**config.mk**
```make
export PLATFORM = sky130hd
export DESIGN_NAME = ordered_list_insert_erase_engine_core
export DESIGN_NICKNAME = d
export VERILOG_FILES = /design/src/rtl/olie_pkg.sv /design/src/rtl/olie_cell.sv /design/src/rtl/olie_ctrl.sv /design/src/rtl/ordered_list_insert_erase_engine_core.sv
export SDC_FILE = /design/constraint.sdc
export NUM_CORES = 2
export LEC_CHECK = 0
export ABC_AREA = 1
export BUFFER_PORTS_ARGS = -buffer_cell sky130_fd_sc_hd__buf_2
export CAP_MARGIN = 20
export CORE_ASPECT_RATIO = 1.2
export CORE_UTILIZATION = 30
export CTS_CLUSTER_DIAMETER = 150
export DETAILED_ROUTE_END_ITERATION = 7
export PLACE_DENSITY_LB_ADDON = 0.08
export SKIP_LAST_GASP = 1
export SYNTH_ARGS = -nofsm -noshare
export SYNTH_HDL_FRONTEND = slang
export SYNTH_SLANG_ARGS = --single-unit
```
**constraint.sdc**
```tcl
create_clock -name clk -period 7.6 [get_ports clk]
set_clock_uncertainty 0.15 [all_clocks]
set_input_delay 1.52 -clock clk [delete_from_list [all_inputs] [get_ports clk]]
set_output_delay 1.52 -clock clk [all_outputs]
set_load 0.02 [all_outputs]
```
**src/rtl/olie_pkg.sv**
```systemverilog
// ----------------------------------------------------------------------------
// olie_pkg - shared types and constants for the ordered list engine
// Beat structs, cell command, action and status codes.
// ----------------------------------------------------------------------------
package olie_pkg;

  localparam int DEPTH      = 16;
  localparam int DATA_WIDTH = 32;
  localparam int IDX_W      = $clog2(DEPTH);
  localparam int CNT_W      = $clog2(DEPTH + 1);

  // action codes
  localparam logic [3:0] ACT_PUSH_BACK  = 4'd0;
  localparam logic [3:0] ACT_POP_BACK   = 4'd1;
  localparam logic [3:0] ACT_PUSH_FRONT = 4'd2;
  localparam logic [3:0] ACT_POP_FRONT  = 4'd3;
  localparam logic [3:0] ACT_INSERT     = 4'd4;
  localparam logic [3:0] ACT_ERASE      = 4'd5;
  localparam logic [3:0] ACT_FIND       = 4'd6;
  localparam logic [3:0] ACT_REMOVE     = 4'd7;
  localparam logic [3:0] ACT_CLEAR      = 4'd8;

  // status codes
  localparam logic [1:0] ST_DONE    = 2'd0;
  localparam logic [1:0] ST_IGNORED = 2'd1;
  localparam logic [1:0] ST_FULL    = 2'd2;
  localparam logic [1:0] ST_MISSING = 2'd3;

  typedef struct packed {
    logic [3:0]         action;
    logic [4:0]         position;
    logic signed [31:0] value;
  } olie_req_t;

  typedef struct packed {
    logic [1:0] status;
    logic [3:0] found_index;
    logic [4:0] item_count;
  } olie_rsp_t;

  typedef enum logic [1:0] {
    CELL_HOLD,
    CELL_OPEN,
    CELL_CLOSE,
    CELL_CMP
  } cell_op_t;

  typedef struct packed {
    cell_op_t              op;
    logic [IDX_W-1:0]      pos;
    logic [DATA_WIDTH-1:0] value;
  } cell_cmd_t;

endpackage

```
**src/rtl/olie_cell.sv**
```systemverilog
// ----------------------------------------------------------------------------
// olie_cell - one list slot
// Holds one entry; shifts from a neighbor on open/close, registers a match.
// ----------------------------------------------------------------------------
module olie_cell import olie_pkg::*; (
  input  logic                  clk,
  input  logic [IDX_W-1:0]      idx,
  input  cell_cmd_t             cmd,
  input  logic [DATA_WIDTH-1:0] below,
  input  logic [DATA_WIDTH-1:0] above,
  output logic [DATA_WIDTH-1:0] entry,
  output logic                  match
);

  always_ff @(posedge clk) begin
    case (cmd.op)
      CELL_OPEN: begin
        if (idx > cmd.pos) begin
          entry <= below;
        end else if (idx == cmd.pos) begin
          entry <= cmd.value;
        end
      end
      CELL_CLOSE: begin
        if (idx >= cmd.pos) begin
          entry <= above;
        end
      end
      CELL_CMP: begin
        match <= (entry == cmd.value);
      end
      default: begin
      end
    endcase
  end

endmodule

```
**src/rtl/olie_ctrl.sv**
```systemverilog
// ----------------------------------------------------------------------------
// olie_ctrl - request sequencer for the ordered list engine
// Compare on accept, then decide, drive the cell row and write the result.
// ----------------------------------------------------------------------------
module olie_ctrl import olie_pkg::*; (
  input  logic             clk,
  input  logic             rst,
  input  logic             req_valid,
  output logic             req_stall,
  input  olie_req_t        req,
  output logic             rsp_valid,
  input  logic             rsp_stall,
  output olie_rsp_t        rsp,
  input  logic [DEPTH-1:0] match,
  output cell_cmd_t        cmd
);

  typedef enum logic {
    S_IDLE,
    S_APPLY
  } state_t;

  state_t           state;
  olie_req_t        held;
  logic [CNT_W-1:0] count;

  logic             slot_free;
  logic             hit_found;
  logic [IDX_W-1:0] hit_idx;
  logic [1:0]       status_c;
  logic [IDX_W-1:0] found_c;
  logic [CNT_W-1:0] count_next;
  cell_op_t         op_c;
  logic [IDX_W-1:0] pos_c;
  logic             full;

  assign slot_free = !rsp_valid || !rsp_stall;
  assign req_stall = (state != S_IDLE);
  assign full      = (count >= CNT_W'(DEPTH));

  // first live match
  always_comb begin
    hit_found = 1'b0;
    hit_idx   = '0;
    for (int i = DEPTH - 1; i >= 0; i--) begin
      if (match[i] && (CNT_W'(i) < count)) begin
        hit_found = 1'b1;
        hit_idx   = IDX_W'(i);
      end
    end
  end

  always_comb begin
    status_c   = ST_DONE;
    found_c    = '0;
    count_next = count;
    op_c       = CELL_HOLD;
    pos_c      = '0;
    case (held.action)
      ACT_PUSH_BACK: begin
        if (full) begin
          status_c = ST_FULL;
        end else begin
          op_c       = CELL_OPEN;
          pos_c      = count[IDX_W-1:0];
          count_next = count + 1'b1;
        end
      end
      ACT_POP_BACK: begin
        if (count == '0) begin
          status_c = ST_IGNORED;
        end else begin
          count_next = count - 1'b1;
        end
      end
      ACT_PUSH_FRONT: begin
        if (full) begin
          status_c = ST_FULL;
        end else begin
          op_c       = CELL_OPEN;
          count_next = count + 1'b1;
        end
      end
      ACT_POP_FRONT: begin
        if (count == '0) begin
          status_c = ST_IGNORED;
        end else begin
          op_c       = CELL_CLOSE;
          count_next = count - 1'b1;
        end
      end
      ACT_INSERT: begin
        if (CNT_W'(held.position) > count) begin
          status_c = ST_IGNORED;
        end else if (full) begin
          status_c = ST_FULL;
        end else begin
          op_c       = CELL_OPEN;
          pos_c      = held.position[IDX_W-1:0];
          count_next = count + 1'b1;
        end
      end
      ACT_ERASE: begin
        if (CNT_W'(held.position) >= count) begin
          status_c = ST_IGNORED;
        end else begin
          op_c       = CELL_CLOSE;
          pos_c      = held.position[IDX_W-1:0];
          count_next = count - 1'b1;
        end
      end
      ACT_FIND, ACT_REMOVE: begin
        if (!hit_found) begin
          status_c = ST_MISSING;
        end else begin
          found_c = hit_idx;
          if (held.action == ACT_REMOVE) begin
            op_c       = CELL_CLOSE;
            pos_c      = hit_idx;
            count_next = count - 1'b1;
          end
        end
      end
      ACT_CLEAR: begin
        count_next = '0;
      end
      default: begin
        status_c = ST_IGNORED;
      end
    endcase
  end

  // cell row command: compare against the incoming value while idle
  always_comb begin
    cmd.op    = CELL_HOLD;
    cmd.pos   = pos_c;
    cmd.value = held.value[DATA_WIDTH-1:0];
    if (state == S_IDLE) begin
      cmd.op    = CELL_CMP;
      cmd.value = req.value[DATA_WIDTH-1:0];
    end else if (slot_free) begin
      cmd.op = op_c;
    end
  end

  always_ff @(posedge clk) begin
    if (rst) begin
      state     <= S_IDLE;
      count     <= '0;
      rsp_valid <= 1'b0;
    end else begin
      // in apply a taken beat is replaced below
      if (rsp_valid && !rsp_stall && (state != S_APPLY)) begin
        rsp_valid <= 1'b0;
      end
      case (state)
        S_IDLE: begin
          if (req_valid) begin
            held  <= req;
            state <= S_APPLY;
          end
        end
        S_APPLY: begin
          if (slot_free) begin
            count           <= count_next;
            rsp.status      <= status_c;
            rsp.found_index <= 4'(found_c);
            rsp.item_count  <= 5'(count_next);
            rsp_valid       <= 1'b1;
            state           <= S_IDLE;
          end
        end
        default: begin
          state <= S_IDLE;
        end
      endcase
    end
  end

`ifndef ASSERT_OFF
  a_accept_blocks: assert property (@(posedge clk) disable iff (rst)
    req_valid && !req_stall |=> req_stall)
    else $error("accepted beat did not block the next one");

  a_count_in_result: assert property (@(posedge clk) disable iff (rst)
    (state == S_APPLY) && slot_free |=> rsp_valid && (5'(count) == rsp.item_count))
    else $error("result count differs from held count");

  a_full_means_depth: assert property (@(posedge clk) disable iff (rst)
    rsp_valid && (rsp.status == ST_FULL) |-> rsp.item_count == 5'(DEPTH))
    else $error("full status with list not full");

  a_missing_zero_idx: assert property (@(posedge clk) disable iff (rst)
    rsp_valid && (rsp.status == ST_MISSING) |-> rsp.found_index == '0)
    else $error("miss with nonzero index");

  a_count_bound: assert property (@(posedge clk) disable iff (rst)
    (state == S_APPLY) |-> count <= CNT_W'(DEPTH))
    else $error("count past depth");
`endif

endmodule

```
**src/rtl/ordered_list_insert_erase_engine_core.sv**
```systemverilog
// ----------------------------------------------------------------------------
// ordered_list_insert_erase_engine_core - packed ordered list of signed words
// Each request is taken in a compare step across all cells, then held for a
//   decide/shift step that writes the result beat; a stalled result holds the
//   shift step, and no new request is taken until it completes.
// Reset: rst clears the count and both handshakes; cell contents are not reset
//   and only cells below the count are ever read.
// ----------------------------------------------------------------------------
module ordered_list_insert_erase_engine_core import olie_pkg::*; (
  input  logic      clk,
  input  logic      rst,
  input  logic      req_valid,
  output logic      req_stall,
  input  olie_req_t req,
  output logic      rsp_valid,
  input  logic      rsp_stall,
  output olie_rsp_t rsp
);

  // Row of DEPTH cells. Cell i sees cell i-1 (below) and cell i+1 (above):
  // an open shifts everything at and past the gap up by one, a close shifts
  // everything from the gap down by one, both as one registered update of every cell.
  cell_cmd_t             cmd;
  logic [DATA_WIDTH-1:0] entry [DEPTH];
  logic [DEPTH-1:0]      match;

  olie_ctrl u_ctrl (
    .clk       (clk),
    .rst       (rst),
    .req_valid (req_valid),
    .req_stall (req_stall),
    .req       (req),
    .rsp_valid (rsp_valid),
    .rsp_stall (rsp_stall),
    .rsp       (rsp),
    .match     (match),
    .cmd       (cmd)
  );

  for (genvar i = 0; i < DEPTH; i++) begin : g_cell
    logic [DATA_WIDTH-1:0] below;
    logic [DATA_WIDTH-1:0] above;

    // edge cells feed back on themselves; those values land only in
    // slots at or past the count
    if (i == 0) begin : g_lo
      assign below = entry[i];
    end else begin : g_lo_n
      assign below = entry[i-1];
    end
    if (i == DEPTH - 1) begin : g_hi
      assign above = entry[i];
    end else begin : g_hi_n
      assign above = entry[i+1];
    end

    olie_cell u_cell (
      .clk   (clk),
      .idx   (IDX_W'(i)),
      .cmd   (cmd),
      .below (below),
      .above (above),
      .entry (entry[i]),
      .match (match[i])
    );
  end

endmodule
```
# Word level (Yosys, flattened, before mapping)
# Index checks and enable logic that the tools add are counted.
# op_classes
eq_ne,73
n_bitwise,2
mux,130
reduce_logical,49
addsub,2
order_cmp,50
# ops
operator,count
two-way mux 32 bit,48
one-hot mux 32 bit (2 select lines),15
== test 32 bit,16
two-way mux 4 bit,22
AND reduction 3 bit,16
"!= test 3 x 1 -> 1 bit, second input constant",14
"< comparator 4 x 5 -> 1 bit, first input constant",8
"== test 4 bit, first input constant",8
"> comparator 4 bit, first input constant",8
"!= test 2 x 1 -> 1 bit, second input constant",16
two-way mux 5 bit,6
one-hot mux 5 bit (6 select lines),1
">= comparator 4 bit, first input constant",7
two-way mux 1 bit,24
"< comparator 3 x 5 -> 1 bit, first input constant",4
two-way mux 2 bit,10
logical AND 1 bit,18
"== test 3 x 4 -> 1 bit, first input constant",4
"== test 4 x 3 -> 1 bit, second input constant",4
">= comparator 3 x 4 -> 1 bit, first input constant",4
"> comparator 3 x 4 -> 1 bit, first input constant",4
one-hot mux 4 bit (4 select lines),1
one-hot mux 2 bit (6 select lines),1
"< comparator 1 x 5 -> 1 bit, first input constant",2
29 further kinds,45
# word_totals
out_inout_bits,13
inputBits,45
word_cells,347
ff_bits,587

# Longest topological paths before layout
# logic_depth
ltp_word,25
ltp_mapped,24
mapped_depth_nobuf,21

# Cells and area by module
# From an unflattened synthesis, not the netlist that was laid out.
# hier_totals
hier_cells,7661
hier_area_um2,47554.4
# modules_own_cells
mod,area_each_um2,instances,cells_per_inst,seq_area_each_um2
olie_cell at g_cell[1].u_cell ...,2747.6,9,450,991.0
olie_cell at g_cell[0].u_cell ...,2746.4,7,450,991.0
olie_ctrl,3593.4,1,459,1701.6
ordered_list_insert_erase_engine_core,7.5,1,2,0.0

# Least setup slack after synthesis
# No wires, ideal clock.
# synth_timing
path_kind,input-to-reg
start,in rsp_stall
end,"reg g_cell[13].u_cell.entry[0], enable pin"
setup_time_ps,466
cell_stages,10
required_ps,6984
n_path_buf,0
path_slack_ps,665
arrival_ps,6319
path_cell_list,nand2_1 -> inv_1 -> a2111oi_0 -> a21oi_1 -> inv_1 -> ha_1 -> inv_1 -> o21ai_0 -> inv_1 -> o21ai_0
# synth_between
elab_chain_cells,7
word_cells_on_any_way,10
classes_between,4 x eq/ne; 2 x mux; 4 x reduce/logical
# synth_lines
element,line_no,rtl
start: declaration,ordered_list_insert_erase_engine_core.sv:16,"input logic rsp_stall,"
logical NOT 1 bit (*),olie_ctrl.sv:37,assign slot_free = !rsp_valid || !rsp_stall;
logical OR 1 bit (*),olie_ctrl.sv:37,
two-way mux 2 bit (*),olie_ctrl.sv:141,end else if (slot_free) begin
two-way mux 2 bit (*),olie_ctrl.sv:138,if (state == S_IDLE) begin
== test 2 x 1 -> 1 bit / == test 2 bit (equally long branches),olie_cell.sv:16,case (cmd.op)
"!= test 3 x 1 -> 1 bit (no line), or another cell as far along",-,
AND reduction 3 bit (no line) (*),-,
end signal: assignment,olie_cell.sv:19,entry <= below;
end signal: assignment,olie_cell.sv:21,entry <= cmd.value;
end signal: assignment,olie_cell.sv:26,entry <= above;
end: declaration,olie_cell.sv:11,"output logic [DATA_WIDTH-1:0] entry,"
# Mark *: on every way between the ends. The rest lies on a longest branch, timed or not.
# A chain may end at the register's enable or synchronous reset.

# Final worst setup path
# layout_timing
start,reg u_ctrl.count[4]
end,"reg g_cell[0].u_cell.entry[20], data pin"
# layout_between
elab_chain_cells,24
word_cells_on_any_way,63
classes_between,19 x order compare; 2 x eq/ne; 25 x mux; 17 x reduce/logical
# layout_lines
element,line_no,rtl
start: declaration,olie_ctrl.sv:25,logic [CNT_W-1:0] count;
start signal: assignment,olie_ctrl.sv:165,count <= count_next;
< comparator 4 x 5 -> 1 bit,olie_ctrl.sv:46,if (match[i] && (CNT_W'(i) < count)) begin
logical AND 1 bit,olie_ctrl.sv:46,
two-way mux 1 bit (16 in series),olie_ctrl.sv:46,
two-way mux 2 bit,olie_ctrl.sv:113,if (!hit_found) begin
one-hot mux 2 bit (5 select lines) (*),olie_ctrl.sv:59,case (held.action)
two-way mux 2 bit (*),olie_ctrl.sv:141,
two-way mux 2 bit (*),olie_ctrl.sv:138,
== test 2 bit / == test 2 x 1 -> 1 bit (equally long branches),olie_cell.sv:16,
one-hot mux 32 bit (2 select lines) (*),olie_cell.sv:16,
end signal: assignment,olie_cell.sv:19,
end signal: assignment,olie_cell.sv:21,
end signal: assignment,olie_cell.sv:26,
end: declaration,olie_cell.sv:11,
# Marks and branches as above.

==> flow_metrics.env <==
export IMPL_ys_types=51
export IMPL_worstSetupPathDepth=17
export IMPL_antenna_left=0
export IMPL_core_area_um2=120000
export IMPL_die_h_um=384
export IMPL_fin_area_um2=41000
export IMPL_yosysMostFrequentCell="nand2_1"
export IMPL_slowest_delay_ps=860
export IMPL_synthFlopType="edfxtp_1"
export IMPL_r2r_end="g_cell[0].u_cell.entry[20]$_DFFE_PP_"
export IMPL_cts_root_buffer="clkbuf_16"
export IMPL_pre_cts_ws_ps=1810
export IMPL_fin_tns_setup_ps=0
export IMPL_drv_cap=0
export IMPL_gr_total_overflow=0
export IMPL_rows=139
export IMPL_grt_usage=0.334
export IMPL_clockBufferDepth=3
export IMPL_max_freq_ghz=0.170
export IMPL_post_cts_resized=0
export IMPL_synth_common_cells="nand2_1 (982), edfxtp_1 (580), nand3_1 (503)"
export IMPL_hold_class="register to register"
export IMPL_rsz0062_at_grt="no"
export IMPL_status="finished with violations"
export IMPL_grt_pass1_vias=33100
export IMPL_fin_nets=4285
export IMPL_arrival_ps=6090
export IMPL_maxSlewViolCount=0
export IMPL_synth_avg_cell_area_um2=8.53
export IMPL_routed_via_count=34100
export IMPL_synth_async_reset_ratio=0
export IMPL_hold_violations=0
export IMPL_placed_cell_area_um2=38700
export IMPL_grt_pass1_wl_um=281000
export IMPL_p_leak_nw=16.4
export IMPL_drive_gt1_frac=0.0955
export IMPL_cts_sinks=587
export IMPL_wl_per_cell_um=35.3
export IMPL_port_buffers=57
export IMPL_worstSetupEndpointType="register"
export IMPL_h_tree_depth=3
export IMPL_synth_cells=4283
export IMPL_cts_made_buffers=72
export IMPL_timing_final_crit_share=0.772
export IMPL_start_kind="register"
export IMPL_post_route_min_period_ps=5870
export IMPL_yosysTopAreaCellShare=0.477
export IMPL_synth_area_top_cells="edfxtp_1 (48%), nand2_1 (10%), xor2_1 (7.9%), nand3_1 (6.9%), inv_1 (4.0%)"
export IMPL_cp_top_family="buffers and inverters"
export IMPL_setup_violations=0
export IMPL_gp_congestion=0.958
export IMPL_syn2layout_area_growth_pct=12.1
export IMPL_grt_max_degree=138
export IMPL_layout_setup_ws_ps=1730
export IMPL_drc=2
export IMPL_cp_cell_sequence="inv_1 -> nand2_1 -> nand3_1 -> nor2_1 -> nor2_2 -> nand3_2 -> nor2_2 -> nor2_2 -> nor2_1 -> o21ai_0 -> a21oi_1 -> inv_1 -> ha_4 -> buf_4 -> nor2_1 -> inv_1 -> o21ai_0"
export IMPL_max_slew_margin=0.202
export IMPL_endpoint="g_cell[0].u_cell.entry[20]$_DFFE_PP_"
export IMPL_start_util=0.304
export IMPL_drt_initial_drc_count=4765
export IMPL_synth_area_um2=36500
export IMPL_critical_path_class="register to register"
export IMPL_violations="DRC"
export IMPL_stdcell_count=5906
export IMPL_clkTransAtPathRegs_ps=60
export IMPL_synth_seq_area_share=0.480
export IMPL_routed_wl_um=209000
export IMPL_dp_cells=5773
export IMPL_cts_setup_buffers=0
export IMPL_die_w_um=321
export IMPL_dp_hpwl_um=151000
export IMPL_synth_edf_count=580
export IMPL_drt_pass1_iterations=8
export IMPL_holdWs_ps=424
export IMPL_slowest_stage="dfxtp_1"
export IMPL_rrSetupSlack_ps=1730
export IMPL_cts_hold_buf=0
export IMPL_p_per_area_nw_per_um2=313
export IMPL_dieArea_um2=123000
export IMPL_grt_antenna_before_repair=14
export IMPL_cts_tree="yes"
export IMPL_cp_max_fo=72
export IMPL_required_ps=7830
export IMPL_critPathLaunch="u_ctrl.count[4]$_SDFFE_PP0P_"
export IMPL_routed_via_density=5.77
export IMPL_rr_startpoint="u_ctrl.count[4]$_SDFFE_PP0P_"
export IMPL_ys_seq_elements=587
export IMPL_clkLatencyLatePin_ps=700
export IMPL_peakVddDrop_v=0.000187
export IMPL_reg2reg_depth=17
export IMPL_worst_slew_pin_slew_ps=1190
export IMPL_ys_warn_count=0
export IMPL_num_io_pins=58
export IMPL_synth_nets=4340
export IMPL_worst_path_buf_inv=4
export IMPL_synth_largest_area_cell="edfxtp_1"
==> worst register-to-register path: stages (launching register included) <==
cell	delay, ps
dfxtp_1	860
inv_1	460
nand2_1	200
nand3_1	80
nor2_1	160
nor2_2	70
nand3_2	110
nor2_2	70
nor2_2	200
nor2_1	80
o21ai_0	170
a21oi_1	160
inv_1	150
ha_4	570
buf_4	860
nor2_1	270
inv_1	700
o21ai_0	240
==> power by group <==
group	total (mW)	internal, mW	switching, mW	leakage [nW]
Combinational	3.73	1.09	2.64	9.58
Clock	3.52	1.94	1.57	1.10
Sequential	5.59	4.63	0.961	5.73
Total	12.8	7.67	5.17	16.4
==> worst min path at each step <==
stage,startpoint,endpoint,slack (ps),cells past startpoint
final,g_cell[15].u_cell.entry[29]$_DFFE_PN_,g_cell[14].u_cell.entry[29]$_DFFE_PP_,420,2
after global routing,g_cell[8].u_cell.entry[29]$_DFFE_PP_,g_cell[7].u_cell.entry[29]$_DFFE_PP_,460,2
after CTS,g_cell[15].u_cell.entry[29]$_DFFE_PN_,g_cell[14].u_cell.entry[29]$_DFFE_PP_,420,2
after detailed placement,g_cell[8].u_cell.entry[29]$_DFFE_PP_,g_cell[7].u_cell.entry[29]$_DFFE_PP_,410,2
after global placement,g_cell[14].u_cell.entry[24]$_DFFE_PP_,g_cell[13].u_cell.entry[24]$_DFFE_PP_,390,2
after floorplan,g_cell[8].u_cell.entry[2]$_DFFE_PP_,g_cell[7].u_cell.entry[2]$_DFFE_PP_,370,2
==> placed cells by master (no fill, tap or decap), types with 21 or more instances in the layout <==
master,count
inv_1,387
o21ai_0,231
o21ai_1,81
buf_2,58
o221ai_1,39
nand2_1,961
xnor2_1,41
nand3b_1,46
buf_4,103
o211ai_1,67
nand2_2,35
nand3_1,502
clkbuf_16,77
nor4_1,47
edfxtp_1,580
nor2_1,186
clkinv_1,21
o22ai_1,109
nand4_1,107
xor2_1,328
a21oi_1,48
or2_2,54
==> through the flow <==
| stage | utilization | total power [mW] |
|---|---|---|
| 2_1_floorplan | - | 7.24 |
| 3_3_place_gp | 0.322 | 9.26 |
| 3_5_place_dp | 0.322 | 9.24 |
| 4_1_cts | 0.341 | 12.7 |
| 5_1_grt | 0.341 | 13.2 |
| 6_report | 0.341 | 12.8 |
==> logic make-up (layout without fill, tap and decap cells) <==
kind of cell / count (synthesis) / after routing / share of synthesized area
buf+inv: 698 / 699 / 0.0778
other cells: 0 / 1 / 0
xor+xnor: 369 / 369 / 0.0884
compound gates: 625 / 625 / 0.102
fa+ha+maj: 12 / 12 / 0.00411
simple gates: 1992 / 1992 / 0.248
flops: 587 / 587 / 0.480
==> flip-flops by register name, summed over array words and instances (netlist names) <==
| name | cells |
|---|---|
| g_cell.u_cell.entry | 512 |
| g_cell.u_cell.match | 16 |
| u_ctrl.count | 5 |
| u_ctrl.held | 41 |
| u_ctrl.req_stall | 1 |
| u_ctrl.rsp | 11 |
| u_ctrl.rsp_valid | 1 |
==> cell type report <==
class                           count  area [µm²]
Tap cell                         1621        2030
Antenna cell                        1        2.50
Sequential cell                   587       17600
Clock buffer                       95        1990
Inverter                          402        1520
Fill cell                       12700       79200
Timing Repair Buffer              167        1200
Multi-Input combinational cell   2998       16400
Clock inverter                     35         239
==> per-layer routing <==
layer | vias to the layer above | global-route usage | wire, µm
met5 | - | 0 | 74
met4 | 12 | 0.266 | 18800
met3 | 559 | 0.0569 | 15200
met2 | 1818 | 0.530 | 94900
met1 | 17100 | 0.400 | 79500
li1 | 14600 | - | -
(Power assumes the default switching activity.)
